[src/hw/rtl/skf_pkg.sv]
// ----------------------------------------------------------------------------
// skf_pkg
// Shared types and constants of the scalar Kalman filter: widths, register
// indexes, status codes, sequencer states and the control bundle.
// ----------------------------------------------------------------------------
`default_nettype none

package skf_pkg;

   // number format
   localparam int DATA_WIDTH = 32;
   localparam int FRAC_BITS  = 16;

   // derived widths
   localparam int CFG_WIDTH   = DATA_WIDTH - 1;
   localparam int GAIN_WIDTH  = FRAC_BITS + 1;
   localparam int DEN_WIDTH   = DATA_WIDTH + 1;
   localparam int MAG_WIDTH   = DATA_WIDTH + 1;
   localparam int PROD_WIDTH  = MAG_WIDTH + GAIN_WIDTH;
   localparam int COUNT_WIDTH = $clog2(FRAC_BITS + 1);
   localparam int INDEX_WIDTH = 8;
   localparam int STATUS_WIDTH = 2;
   localparam int RSP_DATA_WIDTH = ((DATA_WIDTH + GAIN_WIDTH + 7) / 8) * 8;

   // gain of 1.0
   localparam logic [GAIN_WIDTH-1:0] ONE_FX = GAIN_WIDTH'(1) << FRAC_BITS;

   // register reset values
   localparam logic [CFG_WIDTH-1:0]  RESET_PROCESS_NOISE     = CFG_WIDTH'(6554);
   localparam logic [CFG_WIDTH-1:0]  RESET_MEASUREMENT_NOISE = CFG_WIDTH'(6554);
   localparam logic [DATA_WIDTH-1:0] RESET_INITIAL_ESTIMATE  = '0;
   localparam logic [CFG_WIDTH-1:0]  RESET_INITIAL_COVARIANCE = CFG_WIDTH'(6554);

   // register indexes
   localparam logic [INDEX_WIDTH-1:0] REG_PROCESS_NOISE      = INDEX_WIDTH'(0);
   localparam logic [INDEX_WIDTH-1:0] REG_MEASUREMENT_NOISE  = INDEX_WIDTH'(1);
   localparam logic [INDEX_WIDTH-1:0] REG_INITIAL_ESTIMATE   = INDEX_WIDTH'(2);
   localparam logic [INDEX_WIDTH-1:0] REG_INITIAL_COVARIANCE = INDEX_WIDTH'(3);

   // status codes
   localparam logic [STATUS_WIDTH-1:0] STATUS_OK        = 2'd0;
   localparam logic [STATUS_WIDTH-1:0] STATUS_DIV_ZERO  = 2'd1;
   localparam logic [STATUS_WIDTH-1:0] STATUS_SATURATED = 2'd2;

   // sequencer states
   typedef enum logic [2:0] {
      ST_IDLE,
      ST_PREDICT,
      ST_DENOM,
      ST_DIVIDE,
      ST_MUL_CORR,
      ST_UPD_X,
      ST_UPD_P,
      ST_RESPOND
   } skf_state_type;

   // control bundle from the sequencer to the datapath
   typedef struct packed {
      logic in_ready;
      logic predict;
      logic denom;
      logic take_gain;
      logic mul_cov;
      logic upd_x;
      logic upd_p;
      logic respond;
   } skf_ctrl_type;

endpackage

`default_nettype wire

[src/hw/rtl/skf_div.sv]
// ----------------------------------------------------------------------------
// skf_div
// Iterative restoring divider for the gain: quo = floor(num * 2^F / den)
// with num <= den, one quotient bit per cycle.
// ----------------------------------------------------------------------------
`default_nettype none

module skf_div (
   input  wire logic                              clock,
   input  wire logic                              reset,
   input  wire logic                              start,
   input  wire logic [skf_pkg::DATA_WIDTH-1:0]    num,
   input  wire logic [skf_pkg::DEN_WIDTH-1:0]     den,
   output logic      [skf_pkg::GAIN_WIDTH-1:0]    quo,
   output logic                                   last
);
   import skf_pkg::*;

   logic                   busy_ff, busy_in;
   logic [COUNT_WIDTH-1:0] count_ff, count_in;
   logic [DEN_WIDTH-1:0]   rem_ff, rem_in;
   logic [DEN_WIDTH-1:0]   den_ff, den_in;
   logic [GAIN_WIDTH-1:0]  quo_ff, quo_in;
   logic [DEN_WIDTH:0]     trial;
   logic [DEN_WIDTH:0]     diff;
   logic                   fits;

   // one compare and subtract step; the first step has no shift
   always_comb begin
      trial = (count_ff == '0) ? {1'b0, rem_ff} : {rem_ff, 1'b0};
      diff  = trial - {1'b0, den_ff};
      fits  = (trial >= {1'b0, den_ff});
      last  = busy_ff && (count_ff == COUNT_WIDTH'(FRAC_BITS));
   end

   // step sequencing
   always_comb begin
      busy_in  = busy_ff;
      count_in = count_ff;
      rem_in   = rem_ff;
      den_in   = den_ff;
      quo_in   = quo_ff;
      if (start) begin
         busy_in  = 1'b1;
         count_in = '0;
         rem_in   = {1'b0, num};
         den_in   = den;
         quo_in   = '0;
      end else if (busy_ff) begin
         rem_in   = fits ? diff[DEN_WIDTH-1:0] : trial[DEN_WIDTH-1:0];
         quo_in   = {quo_ff[GAIN_WIDTH-2:0], fits};
         count_in = count_ff + COUNT_WIDTH'(1);
         if (last) begin
            busy_in = 1'b0;
         end
      end
   end

   always_ff @(posedge clock) begin
      if (reset) begin
         busy_ff  <= 1'b0;
         count_ff <= '0;
      end else begin
         busy_ff  <= busy_in;
         count_ff <= count_in;
      end
   end

   always_ff @(posedge clock) begin
      rem_ff <= rem_in;
      den_ff <= den_in;
      quo_ff <= quo_in;
   end

   assign quo = quo_ff;

endmodule

`default_nettype wire

[src/hw/rtl/skf_mul.sv]
// ----------------------------------------------------------------------------
// skf_mul
// Shared registered multiplier, used for the correction term and for the
// covariance update.
// ----------------------------------------------------------------------------
`default_nettype none

module skf_mul (
   input  wire logic                              clock,
   input  wire logic [skf_pkg::MAG_WIDTH-1:0]     mul_a,
   input  wire logic [skf_pkg::GAIN_WIDTH-1:0]    mul_b,
   output logic      [skf_pkg::PROD_WIDTH-1:0]    product
);
   import skf_pkg::*;

   logic [PROD_WIDTH-1:0] product_ff, product_in;

   // unsigned product
   always_comb begin
      product_in = PROD_WIDTH'(mul_a) * PROD_WIDTH'(mul_b);
   end

   always_ff @(posedge clock) begin
      product_ff <= product_in;
   end

   assign product = product_ff;

endmodule

`default_nettype wire

[src/hw/rtl/skf_ctrl.sv]
// ----------------------------------------------------------------------------
// skf_ctrl
// Sequencer of one filter step: predict, denominator, gain division,
// correction multiply, estimate and covariance update, result hand-off.
// ----------------------------------------------------------------------------
`default_nettype none

module skf_ctrl (
   input  wire logic                  clock,
   input  wire logic                  reset,
   input  wire logic                  req_valid,
   input  wire logic                  den_zero,
   input  wire logic                  div_last,
   input  wire logic                  rsp_free,
   output skf_pkg::skf_ctrl_type      ctrl
);
   import skf_pkg::*;

   skf_state_type state_ff, state_in;

   // next state
   always_comb begin
      state_in = state_ff;
      unique case (state_ff)
         ST_IDLE:     if (req_valid) state_in = ST_PREDICT;
         ST_PREDICT:  state_in = ST_DENOM;
         ST_DENOM:    state_in = den_zero ? ST_RESPOND : ST_DIVIDE;
         ST_DIVIDE:   if (div_last) state_in = ST_MUL_CORR;
         ST_MUL_CORR: state_in = ST_UPD_X;
         ST_UPD_X:    state_in = ST_UPD_P;
         ST_UPD_P:    state_in = ST_RESPOND;
         ST_RESPOND:  if (rsp_free) state_in = ST_IDLE;
         default:     state_in = ST_IDLE;
      endcase
   end

   // control outputs
   always_comb begin
      ctrl = '0;
      unique case (state_ff)
         ST_IDLE:     ctrl.in_ready  = 1'b1;
         ST_PREDICT:  ctrl.predict   = 1'b1;
         ST_DENOM:    ctrl.denom     = 1'b1;
         ST_DIVIDE:   ctrl = '0;
         ST_MUL_CORR: ctrl.take_gain = 1'b1;
         ST_UPD_X: begin
            ctrl.upd_x   = 1'b1;
            ctrl.mul_cov = 1'b1;
         end
         ST_UPD_P:    ctrl.upd_p     = 1'b1;
         ST_RESPOND:  ctrl.respond   = rsp_free;
         default:     ctrl = '0;
      endcase
   end

   always_ff @(posedge clock) begin
      if (reset) begin
         state_ff <= ST_IDLE;
      end else begin
         state_ff <= state_in;
      end
   end

endmodule

`default_nettype wire

[src/hw/rtl/scalar_kalman_filter.sv]
// ----------------------------------------------------------------------------
// scalar_kalman_filter
// Scalar Kalman filter in signed Q16.16: one predict/update step per sample,
// result carries the new estimate, the gain and a status.
// ----------------------------------------------------------------------------
//
//   channel   direction  handshake             payload
//   req_      in         req_tvalid/tready     tdata sample, tuser restart,
//                                              tlast last_in_block
//   rsp_      out        rsp_tvalid/tready     tdata filtered, gain,
//                                              tuser status, tlast last_out
//   csr_      in         csr_valid/ready       csr_index, csr_data
//
// a new sample is taken only once the previous step has been handed off; the gain
// divider is serial, and a zero denominator skips the division and the updates
// the result waits in an output register, so a stalled rsp_ side holds the
// block only in its final hand-off state
// reset loads the registers with their defaults and the state from them
// configuration writes are always taken (csr_ready is high)
// ----------------------------------------------------------------------------
`default_nettype none

module scalar_kalman_filter (
   input  wire logic                                clock,
   input  wire logic                                reset,
   // request: [31:0] sample
   input  wire logic [skf_pkg::DATA_WIDTH-1:0]      req_tdata,
   // request: [0] restart
   input  wire logic                                req_tuser,
   input  wire logic                                req_tlast,
   input  wire logic                                req_tvalid,
   output logic                                     req_tready,
   // response: [31:0] filtered, [48:32] gain, [55:49] zero
   output logic [skf_pkg::RSP_DATA_WIDTH-1:0]       rsp_tdata,
   // response: [1:0] status
   output logic [skf_pkg::STATUS_WIDTH-1:0]         rsp_tuser,
   output logic                                     rsp_tlast,
   output logic                                     rsp_tvalid,
   input  wire logic                                rsp_tready,
   // configuration
   input  wire logic                                csr_valid,
   output logic                                     csr_ready,
   input  wire logic [skf_pkg::INDEX_WIDTH-1:0]     csr_index,
   input  wire logic [skf_pkg::DATA_WIDTH-1:0]      csr_data
);
   import skf_pkg::*;

   skf_ctrl_type ctrl;

   // configuration registers
   logic [CFG_WIDTH-1:0]  q_ff, q_in;
   logic [CFG_WIDTH-1:0]  r_ff, r_in;
   logic [DATA_WIDTH-1:0] init_x_ff, init_x_in;
   logic [CFG_WIDTH-1:0]  init_p_ff, init_p_in;

   // filter state and step registers
   logic [DATA_WIDTH-1:0]   x_ff, x_in;
   logic [DATA_WIDTH-1:0]   p_ff, p_in;
   logic [DATA_WIDTH-1:0]   sample_ff, sample_in;
   logic                    last_ff, last_in;
   logic [GAIN_WIDTH-1:0]   k_ff, k_in;
   logic [STATUS_WIDTH-1:0] status_ff, status_in;
   logic [MAG_WIDTH-1:0]    mag_ff, mag_in;
   logic                    neg_ff, neg_in;

   // output register
   logic                    rsp_valid_ff, rsp_valid_in;
   logic [DATA_WIDTH-1:0]   rsp_x_ff, rsp_x_in;
   logic [GAIN_WIDTH-1:0]   rsp_k_ff, rsp_k_in;
   logic [STATUS_WIDTH-1:0] rsp_status_ff, rsp_status_in;
   logic                    rsp_last_ff, rsp_last_in;

   // datapath nets
   logic                  req_accept;
   logic                  rsp_free;
   logic [DATA_WIDTH:0]   p_sum;
   logic [DEN_WIDTH-1:0]  den;
   logic                  den_zero;
   logic [MAG_WIDTH-1:0]  diff;
   logic [GAIN_WIDTH-1:0] div_quo;
   logic                  div_last;
   logic [MAG_WIDTH-1:0]  mul_a;
   logic [GAIN_WIDTH-1:0] mul_b;
   logic [PROD_WIDTH-1:0] product;
   logic [MAG_WIDTH-1:0]  corr;
   logic [MAG_WIDTH:0]    x_sum;
   logic                  x_over;
   logic                  x_under;

   assign csr_ready  = 1'b1;
   assign req_tready = ctrl.in_ready;
   assign req_accept = req_tvalid && ctrl.in_ready;
   assign rsp_free   = !rsp_valid_ff || rsp_tready;

   // step sequencer
   skf_ctrl u_ctrl (
      .clock     (clock),
      .reset     (reset),
      .req_valid (req_tvalid),
      .den_zero  (den_zero),
      .div_last  (div_last),
      .rsp_free  (rsp_free),
      .ctrl      (ctrl)
   );

   // gain divider
   skf_div u_div (
      .clock (clock),
      .reset (reset),
      .start (ctrl.denom && !den_zero),
      .num   (p_ff),
      .den   (den),
      .quo   (div_quo),
      .last  (div_last)
   );

   // shared multiplier: correction term, then covariance update
   always_comb begin
      if (ctrl.mul_cov) begin
         mul_a = {1'b0, p_ff};
         mul_b = ONE_FX - k_ff;
      end else begin
         mul_a = mag_ff;
         mul_b = div_quo;
      end
   end

   skf_mul u_mul (
      .clock   (clock),
      .mul_a   (mul_a),
      .mul_b   (mul_b),
      .product (product)
   );

   // arithmetic around the shared units
   always_comb begin
      p_sum    = {1'b0, p_ff} + {2'b0, q_ff};
      den      = {1'b0, p_ff} + {2'b0, r_ff};
      den_zero = (den == '0);
      diff     = {sample_ff[DATA_WIDTH-1], sample_ff} - {x_ff[DATA_WIDTH-1], x_ff};
      corr     = product[FRAC_BITS +: MAG_WIDTH];
      x_sum    = {{2{x_ff[DATA_WIDTH-1]}}, x_ff}
               + (neg_ff ? -{1'b0, corr} : {1'b0, corr});
      x_over   = !x_sum[MAG_WIDTH] && (x_sum[MAG_WIDTH-1:DATA_WIDTH-1] != '0);
      x_under  = x_sum[MAG_WIDTH] && (x_sum[MAG_WIDTH-1:DATA_WIDTH-1] != '1);
   end

   // configuration writes
   always_comb begin
      q_in      = q_ff;
      r_in      = r_ff;
      init_x_in = init_x_ff;
      init_p_in = init_p_ff;
      if (csr_valid) begin
         unique case (csr_index)
            REG_PROCESS_NOISE:      q_in      = csr_data[CFG_WIDTH-1:0];
            REG_MEASUREMENT_NOISE:  r_in      = csr_data[CFG_WIDTH-1:0];
            REG_INITIAL_ESTIMATE:   init_x_in = csr_data;
            REG_INITIAL_COVARIANCE: init_p_in = csr_data[CFG_WIDTH-1:0];
            default: ;
         endcase
      end
   end

   // filter step
   always_comb begin
      x_in      = x_ff;
      p_in      = p_ff;
      sample_in = sample_ff;
      last_in   = last_ff;
      k_in      = k_ff;
      status_in = status_ff;
      mag_in    = mag_ff;
      neg_in    = neg_ff;
      if (req_accept) begin
         sample_in = req_tdata;
         last_in   = req_tlast;
         if (req_tuser) begin
            x_in = init_x_ff;
            p_in = {1'b0, init_p_ff};
         end
      end
      if (ctrl.predict) begin
         p_in      = p_sum[DATA_WIDTH] ? '1 : p_sum[DATA_WIDTH-1:0];
         k_in      = '0;
         status_in = STATUS_OK;
      end
      if (ctrl.denom) begin
         neg_in = diff[MAG_WIDTH-1];
         mag_in = diff[MAG_WIDTH-1] ? -diff : diff;
         if (den_zero) begin
            status_in = STATUS_DIV_ZERO;
         end
      end
      if (ctrl.take_gain) begin
         k_in = div_quo;
      end
      if (ctrl.upd_x) begin
         if (x_over) begin
            x_in      = {1'b0, {(DATA_WIDTH-1){1'b1}}};
            status_in = STATUS_SATURATED;
         end else if (x_under) begin
            x_in      = {1'b1, {(DATA_WIDTH-1){1'b0}}};
            status_in = STATUS_SATURATED;
         end else begin
            x_in = x_sum[DATA_WIDTH-1:0];
         end
      end
      if (ctrl.upd_p) begin
         p_in = product[FRAC_BITS +: DATA_WIDTH];
      end
   end

   // result hand-off
   always_comb begin
      rsp_valid_in  = rsp_valid_ff && !rsp_tready;
      rsp_x_in      = rsp_x_ff;
      rsp_k_in      = rsp_k_ff;
      rsp_status_in = rsp_status_ff;
      rsp_last_in   = rsp_last_ff;
      if (ctrl.respond) begin
         rsp_valid_in  = 1'b1;
         rsp_x_in      = x_ff;
         rsp_k_in      = k_ff;
         rsp_status_in = status_ff;
         rsp_last_in   = last_ff;
      end
   end

   always_ff @(posedge clock) begin
      if (reset) begin
         q_ff         <= RESET_PROCESS_NOISE;
         r_ff         <= RESET_MEASUREMENT_NOISE;
         init_x_ff    <= RESET_INITIAL_ESTIMATE;
         init_p_ff    <= RESET_INITIAL_COVARIANCE;
         x_ff         <= RESET_INITIAL_ESTIMATE;
         p_ff         <= {1'b0, RESET_INITIAL_COVARIANCE};
         rsp_valid_ff <= 1'b0;
      end else begin
         q_ff         <= q_in;
         r_ff         <= r_in;
         init_x_ff    <= init_x_in;
         init_p_ff    <= init_p_in;
         x_ff         <= x_in;
         p_ff         <= p_in;
         rsp_valid_ff <= rsp_valid_in;
      end
   end

   always_ff @(posedge clock) begin
      sample_ff     <= sample_in;
      last_ff       <= last_in;
      k_ff          <= k_in;
      status_ff     <= status_in;
      mag_ff        <= mag_in;
      neg_ff        <= neg_in;
      rsp_x_ff      <= rsp_x_in;
      rsp_k_ff      <= rsp_k_in;
      rsp_status_ff <= rsp_status_in;
      rsp_last_ff   <= rsp_last_in;
   end

   assign rsp_tvalid = rsp_valid_ff;
   assign rsp_tdata  = RSP_DATA_WIDTH'({rsp_k_ff, rsp_x_ff});
   assign rsp_tuser  = rsp_status_ff;
   assign rsp_tlast  = rsp_last_ff;

endmodule

`default_nettype wire

[config.mk]
export PLATFORM = sky130hd
export DESIGN_NAME = scalar_kalman_filter
export DESIGN_NICKNAME = d
export VERILOG_FILES = /design/src/hw/rtl/skf_pkg.sv /design/src/hw/rtl/skf_div.sv /design/src/hw/rtl/skf_mul.sv /design/src/hw/rtl/skf_ctrl.sv /design/src/hw/rtl/scalar_kalman_filter.sv
export SDC_FILE = /design/constraint.sdc
export NUM_CORES = 2
export LEC_CHECK = 0
export ABC_AREA = 1
export BUFFER_PORTS_ARGS = -buffer_cell sky130_fd_sc_hd__buf_2
export CAP_MARGIN = 40
export CORE_ASPECT_RATIO = 1.25
export CORE_MARGIN = 2
export CORE_UTILIZATION = 65
export DETAILED_ROUTE_END_ITERATION = 6
export PLACE_DENSITY_LB_ADDON = 0.1
export SLEW_MARGIN = 20
export SYNTH_ARGS = -nofsm -noshare
export SYNTH_HDL_FRONTEND = slang
export SYNTH_SLANG_ARGS = --single-unit
[constraint.sdc]
create_clock -name clock -period 7.6 [get_ports clock]
set_input_delay 0.38 -clock clock [delete_from_list [all_inputs] [get_ports clock]]
set_output_delay 0.38 -clock clock [all_outputs]
set_load 0.1 [all_outputs]
==> impl_results.html <==
<table>
<tr><th>Metric</th><th>Value</th></tr>
<tr><th colspan="2">Floorplan</th></tr>
<tr><td>Number of rows in the core area</td><td>110</td></tr>
<tr><td>Vertical die dimension</td><td>just over 300 um</td></tr>
<tr><td>Total die area</td><td>around 0.075 sq mm</td></tr>
<tr><td>Initial Utilization</td><td>0.6564</td></tr>
<tr><td>Number of top-level design ports</td><td>approximately 140</td></tr>
<tr><td>Core region area</td><td>about 0.07 sq mm</td></tr>
<tr><td>Width of the chip</td><td>around 250 um</td></tr>
<tr><th colspan="2">Clock network</th></tr>
<tr><td>Sinks on Clock Net</td><td>~450</td></tr>
<tr><td>CTS Root Buffer Type</td><td>sky130_fd_sc_hd__clkbuf_16</td></tr>
<tr><td>Number of buffers created by CTS</td><td>47</td></tr>
<tr><td>Clock latency of the later-clocked register in the worst-skew pair</td><td>0.65 ns</td></tr>
<tr><td>Max Buffers Root-to-Sink</td><td>3</td></tr>
<tr><td>Number of levels the H-tree was split into</td><td>2</td></tr>
<tr><td>Clk pin slew, worst setup/hold paths</td><td>around 0.06 ns</td></tr>
<tr><td>Clock tree from TritonCTS</td><td>done</td></tr>
<tr><th colspan="2">Critical path</th></tr>
<tr><td>Crit Path Category</td><td>flop to flop</td></tr>
<tr><td>Endpoint required time on the critical path</td><td>between 8 and 9 ns</td></tr>
<tr><td>Cell count along the critical path</td><td>36</td></tr>
<tr><td>Slowest cell on crit path</td><td>sky130_fd_sc_hd__fa_1</td></tr>
<tr><td>Biggest cell delay along the critical path</td><td>about 0.59 ns</td></tr>
<tr><td>Worst-path maximum fanout</td><td>5</td></tr>
<tr><td>Depth of the worst register-to-register path</td><td>36</td></tr>
<tr><td>Critical path capture point type</td><td>flop</td></tr>
<tr><td>CP startpoint kind</td><td>flop</td></tr>
<tr><td>Top delay family on crit path</td><td>adder cells</td></tr>
<tr><td>Cell mode on critical path</td><td>sky130_fd_sc_hd__fa_1</td></tr>
<tr><td>Crit path DAT</td><td>a little over 8 ns</td></tr>
<tr><td>Buffers plus inverters on the worst setup path</td><td>4</td></tr>
<tr><th colspan="2">STA</th></tr>
<tr><td>Endpoints failing hold</td><td>0</td></tr>
<tr><td>Number of max-slew violations in the final report</td><td>0</td></tr>
<tr><td>Share of the clock period used by the worst path</td><td>0.9922</td></tr>
<tr><td>Total of endpoints with negative setup slack in the final report</td><td>0</td></tr>
<tr><td>Achievable Freq</td><td>132.6 MHz</td></tr>
<tr><td>Setup repair after global routing missed its margin</td><td>yes</td></tr>
<tr><td>Normalized max-slew margin</td><td>0.4031</td></tr>
<tr><td>Post-layout minimum cycle time</td><td>around 7.5 ns</td></tr>
<tr><td>Skew final</td><td>0.05020 ns</td></tr>
<tr><td>Least-Margin Pin Slew</td><td>around 0.89 ns</td></tr>
<tr><th colspan="2">Routing</th></tr>
<tr><td>Via count</td><td>about 45,000</td></tr>
<tr><td>Number of DRC markers after the initial detailed-route iteration</td><td>between 4,000 and 5,000</td></tr>
<tr><td>Detail-routed net length per standard cell</td><td>21.04 um</td></tr>
<tr><td>Wirelength, routed</td><td>between 150,000 and 200,000 um</td></tr>
<tr><td>Post-DR vias/cell</td><td>slightly below 6</td></tr>
<tr><td>Remaining antenna violation count after routing</td><td>0</td></tr>
<tr><td>DRC violations left</td><td>7</td></tr>
<tr><td>Drt first pass iters</td><td>7</td></tr>
<tr><th colspan="2">Place</th></tr>
<tr><td>Post-detailed-placement half-perimeter wirelength</td><td>127,900 um</td></tr>
<tr><td>Number of input and output port buffers inserted</td><td>132</td></tr>
<tr><td>Routability congestion estimate from global placement</td><td>roughly 1.1</td></tr>
<tr><th colspan="2">Yosys</th></tr>
<tr><td>Dominant register cell in the synthesized netlist</td><td>sky130_fd_sc_hd__dfxtp_1</td></tr>
<tr><td>Share of flip-flops with an asynchronous set or reset after synthesis</td><td>0</td></tr>
<tr><td>Flip-flop and latch count after synthesis</td><td>about 450</td></tr>
<tr><td>Number of warnings printed during yosys synthesis</td><td>0</td></tr>
<tr><td>Post-Synthesis Cells</td><td>6,484</td></tr>
<tr><td>Mean cell area of the mapped netlist</td><td>7.287 sq um</td></tr>
<tr><td>Sequential fraction of the synthesis area</td><td>0.2345</td></tr>
<tr><td>Number of enable flip-flop cells after synthesis</td><td>201</td></tr>
<tr><td>Number of distinct library cells after synthesis</td><td>56</td></tr>
<tr><td>Synthesized area</td><td>between 0.04 and 0.05 sq mm</td></tr>
<tr><th colspan="2">Layout</th></tr>
<tr><td>Fraction of final layout cells with drive strength greater than 1</td><td>0.08026</td></tr>
<tr><td>Net count of the finished layout</td><td>about 7,500</td></tr>
<tr><td>Post-Route Utilization</td><td>0.7256</td></tr>
<tr><td>Commonest non-fill, non-tap cell in the layout</td><td>sky130_fd_sc_hd__nand2_1</td></tr>
<tr><td>Relative area change from synthesis to final layout</td><td>10.55%</td></tr>
<tr><td>Most frequent cells in the layout</td><td>1,623 x sky130_fd_sc_hd__nand2_1, 1,276 x sky130_fd_sc_hd__inv_1, 632 x sky130_fd_sc_hd__nor2_1</td></tr>
<tr><th colspan="2">Run status</th></tr>
<tr><td>Run status</td><td>finished, violations left</td></tr>
<tr><td>Violations in the final reports</td><td>design-rule violations</td></tr>
<tr><th colspan="2">Min path</th></tr>
<tr><td>Class of the most critical hold timing path</td><td>primary input to flop</td></tr>
<tr><td>Number of cells on the worst hold path</td><td>3</td></tr>
<tr><th colspan="2">Global route</th></tr>
<tr><td>Global-route wire length before repair</td><td>244,600 um</td></tr>
<tr><td>Number of antenna violations at the first check in global routing</td><td>5</td></tr>
<tr><td>Via count of the first global-routing pass</td><td>roughly 44,000</td></tr>
<tr><td>Overall global routing resource usage</td><td>0.4279</td></tr>
<tr><td>Pin count of the biggest net entering global routing</td><td>97</td></tr>
<tr><td>Overall overflow remaining after global route</td><td>0</td></tr>
<tr><th colspan="2">Flow run</th></tr>
<tr><td>Number of max-cap violations</td><td>0</td></tr>
</table>
## worst paths after layout
path | endpoint | slack (ns) | start
setup / recovery | u_mul.product[41] | 0.06 | k_ff[2]
setup reg to reg | u_mul.product[41] | 0.06 | k_ff[2]
hold reg to reg | rsp_tuser[1] | 0.45 | status_ff[1]
hold / removal | init_x_ff[1] | 0.04 | csr_data[1]
## sequential cells by signal (all words and copies together) (netlist names), 3 cells and up
name and flops:
sample_ff 32, init_p_ff 31, rsp_x_ff 32, u_mul.product 33
q_ff 31, u_div.quo 17, u_div.count_ff 5, rsp_k_ff 17
u_div.den_ff 33, r_ff 31, k_ff 17, init_x_ff 32
x_ff 32, u_ctrl.state_ff 3, mag_ff 33, p_ff 32
u_div.rem_ff 33
## repair_timing
item / 4_1_cts / 5_1_grt
cloned: 0 / 4
setup endpoints to repair: 2 / 28
gates resized for setup: 4 / 119
hold buffers: 33 / 0
pin swaps: 0 / 33
hold endpoints to repair: 33 / 0
setup buffers: 0 / 34
## final cells by class
cell class	instances	area (sq um)
diodes	3	7.507
inverters	1309	4937
clock inverters	29	282.8
repair buffers	337	2501
clock buffers	58	1299
repair inverters	1	5.005
multi-input cells	4541	30930
well taps	952	1191
fillers	5874	19750
flip-flops and latches	453	11080
## worst min-delay path, cell delays in order
cell and delay [ns]:
sky130_fd_sc_hd__buf_2 0.08, sky130_fd_sc_hd__o21ai_0 0.08, sky130_fd_sc_hd__a21oi_1 0.10
## routing by layer
metal,GRT usage,share of wire
met1,0.5295,0.36
met2,0.6776,0.45
met3,0.09543,0.11
met4,0.2707,0.076
met5,0,0
## logic make-up after synthesis
kind of cell	Yosys count	share of synthesized area
XOR/XNOR	178	0.03315
flip-flops	453	0.2345
buffers and inverters	1498	0.1213
AND/OR/NAND/NOR	2640	0.2244
adder cells (fa/ha/maj)	753	0.2734
other	2	0.0001589
AO/OA/AOI/OAI	960	0.1130
## Yosys cell counts (all sizes together), types with 17 or more instances
cell type / count / share of area
dfxtp: 252 / 0.11
edfxtp: 201 / 0.13
a31oi: 18 / 0.0024
a21o: 21 / 0.0033
clkbuf: 138 / 0.011
nand3: 173 / 0.019
o21bai: 19 / 0.0030
nor4: 17 / 0.0023
buf: 51 / 0.0064
o22ai: 21 / 0.0028
nand4: 61 / 0.0081
o211ai: 65 / 0.010
nand3b: 19 / 0.0030
inv: 1295 / 0.10
xnor2: 50 / 0.0094
o21a: 19 / 0.0030
nor2: 655 / 0.053
o21ai: 410 / 0.044
ha: 287 / 0.076
nor3: 44 / 0.0048
a21oi: 348 / 0.037
fa: 466 / 0.20
nand2: 1643 / 0.13
xor2: 128 / 0.024
## through the flow
| stage | instances | hold slack [ns] | instance area (sq um) | setup TNS, ns | setup slack, ns |
|---|---|---|---|---|---|
| global placement | 7514 | 0.4034 | 49370 | 0 | 0.06724 |
| finish | 7683 | 0.03823 | 52230 | 0 | 0.05917 |
| CTS | 7641 | 0.02377 | 51390 | 0 | 0.02109 |
| global route | 7680 | 0.05837 | 52230 | -3.378 | -0.2799 |
| floorplan | 6490 | 0.4003 | 47270 | 0 | 0.8799 |
| detailed placement | 7521 | 0.4262 | 49470 | 0 | 0.03103 |
Power is not shown: default switching activity piles up to over one toggle a cycle in this logic, so the estimate is an artifact.
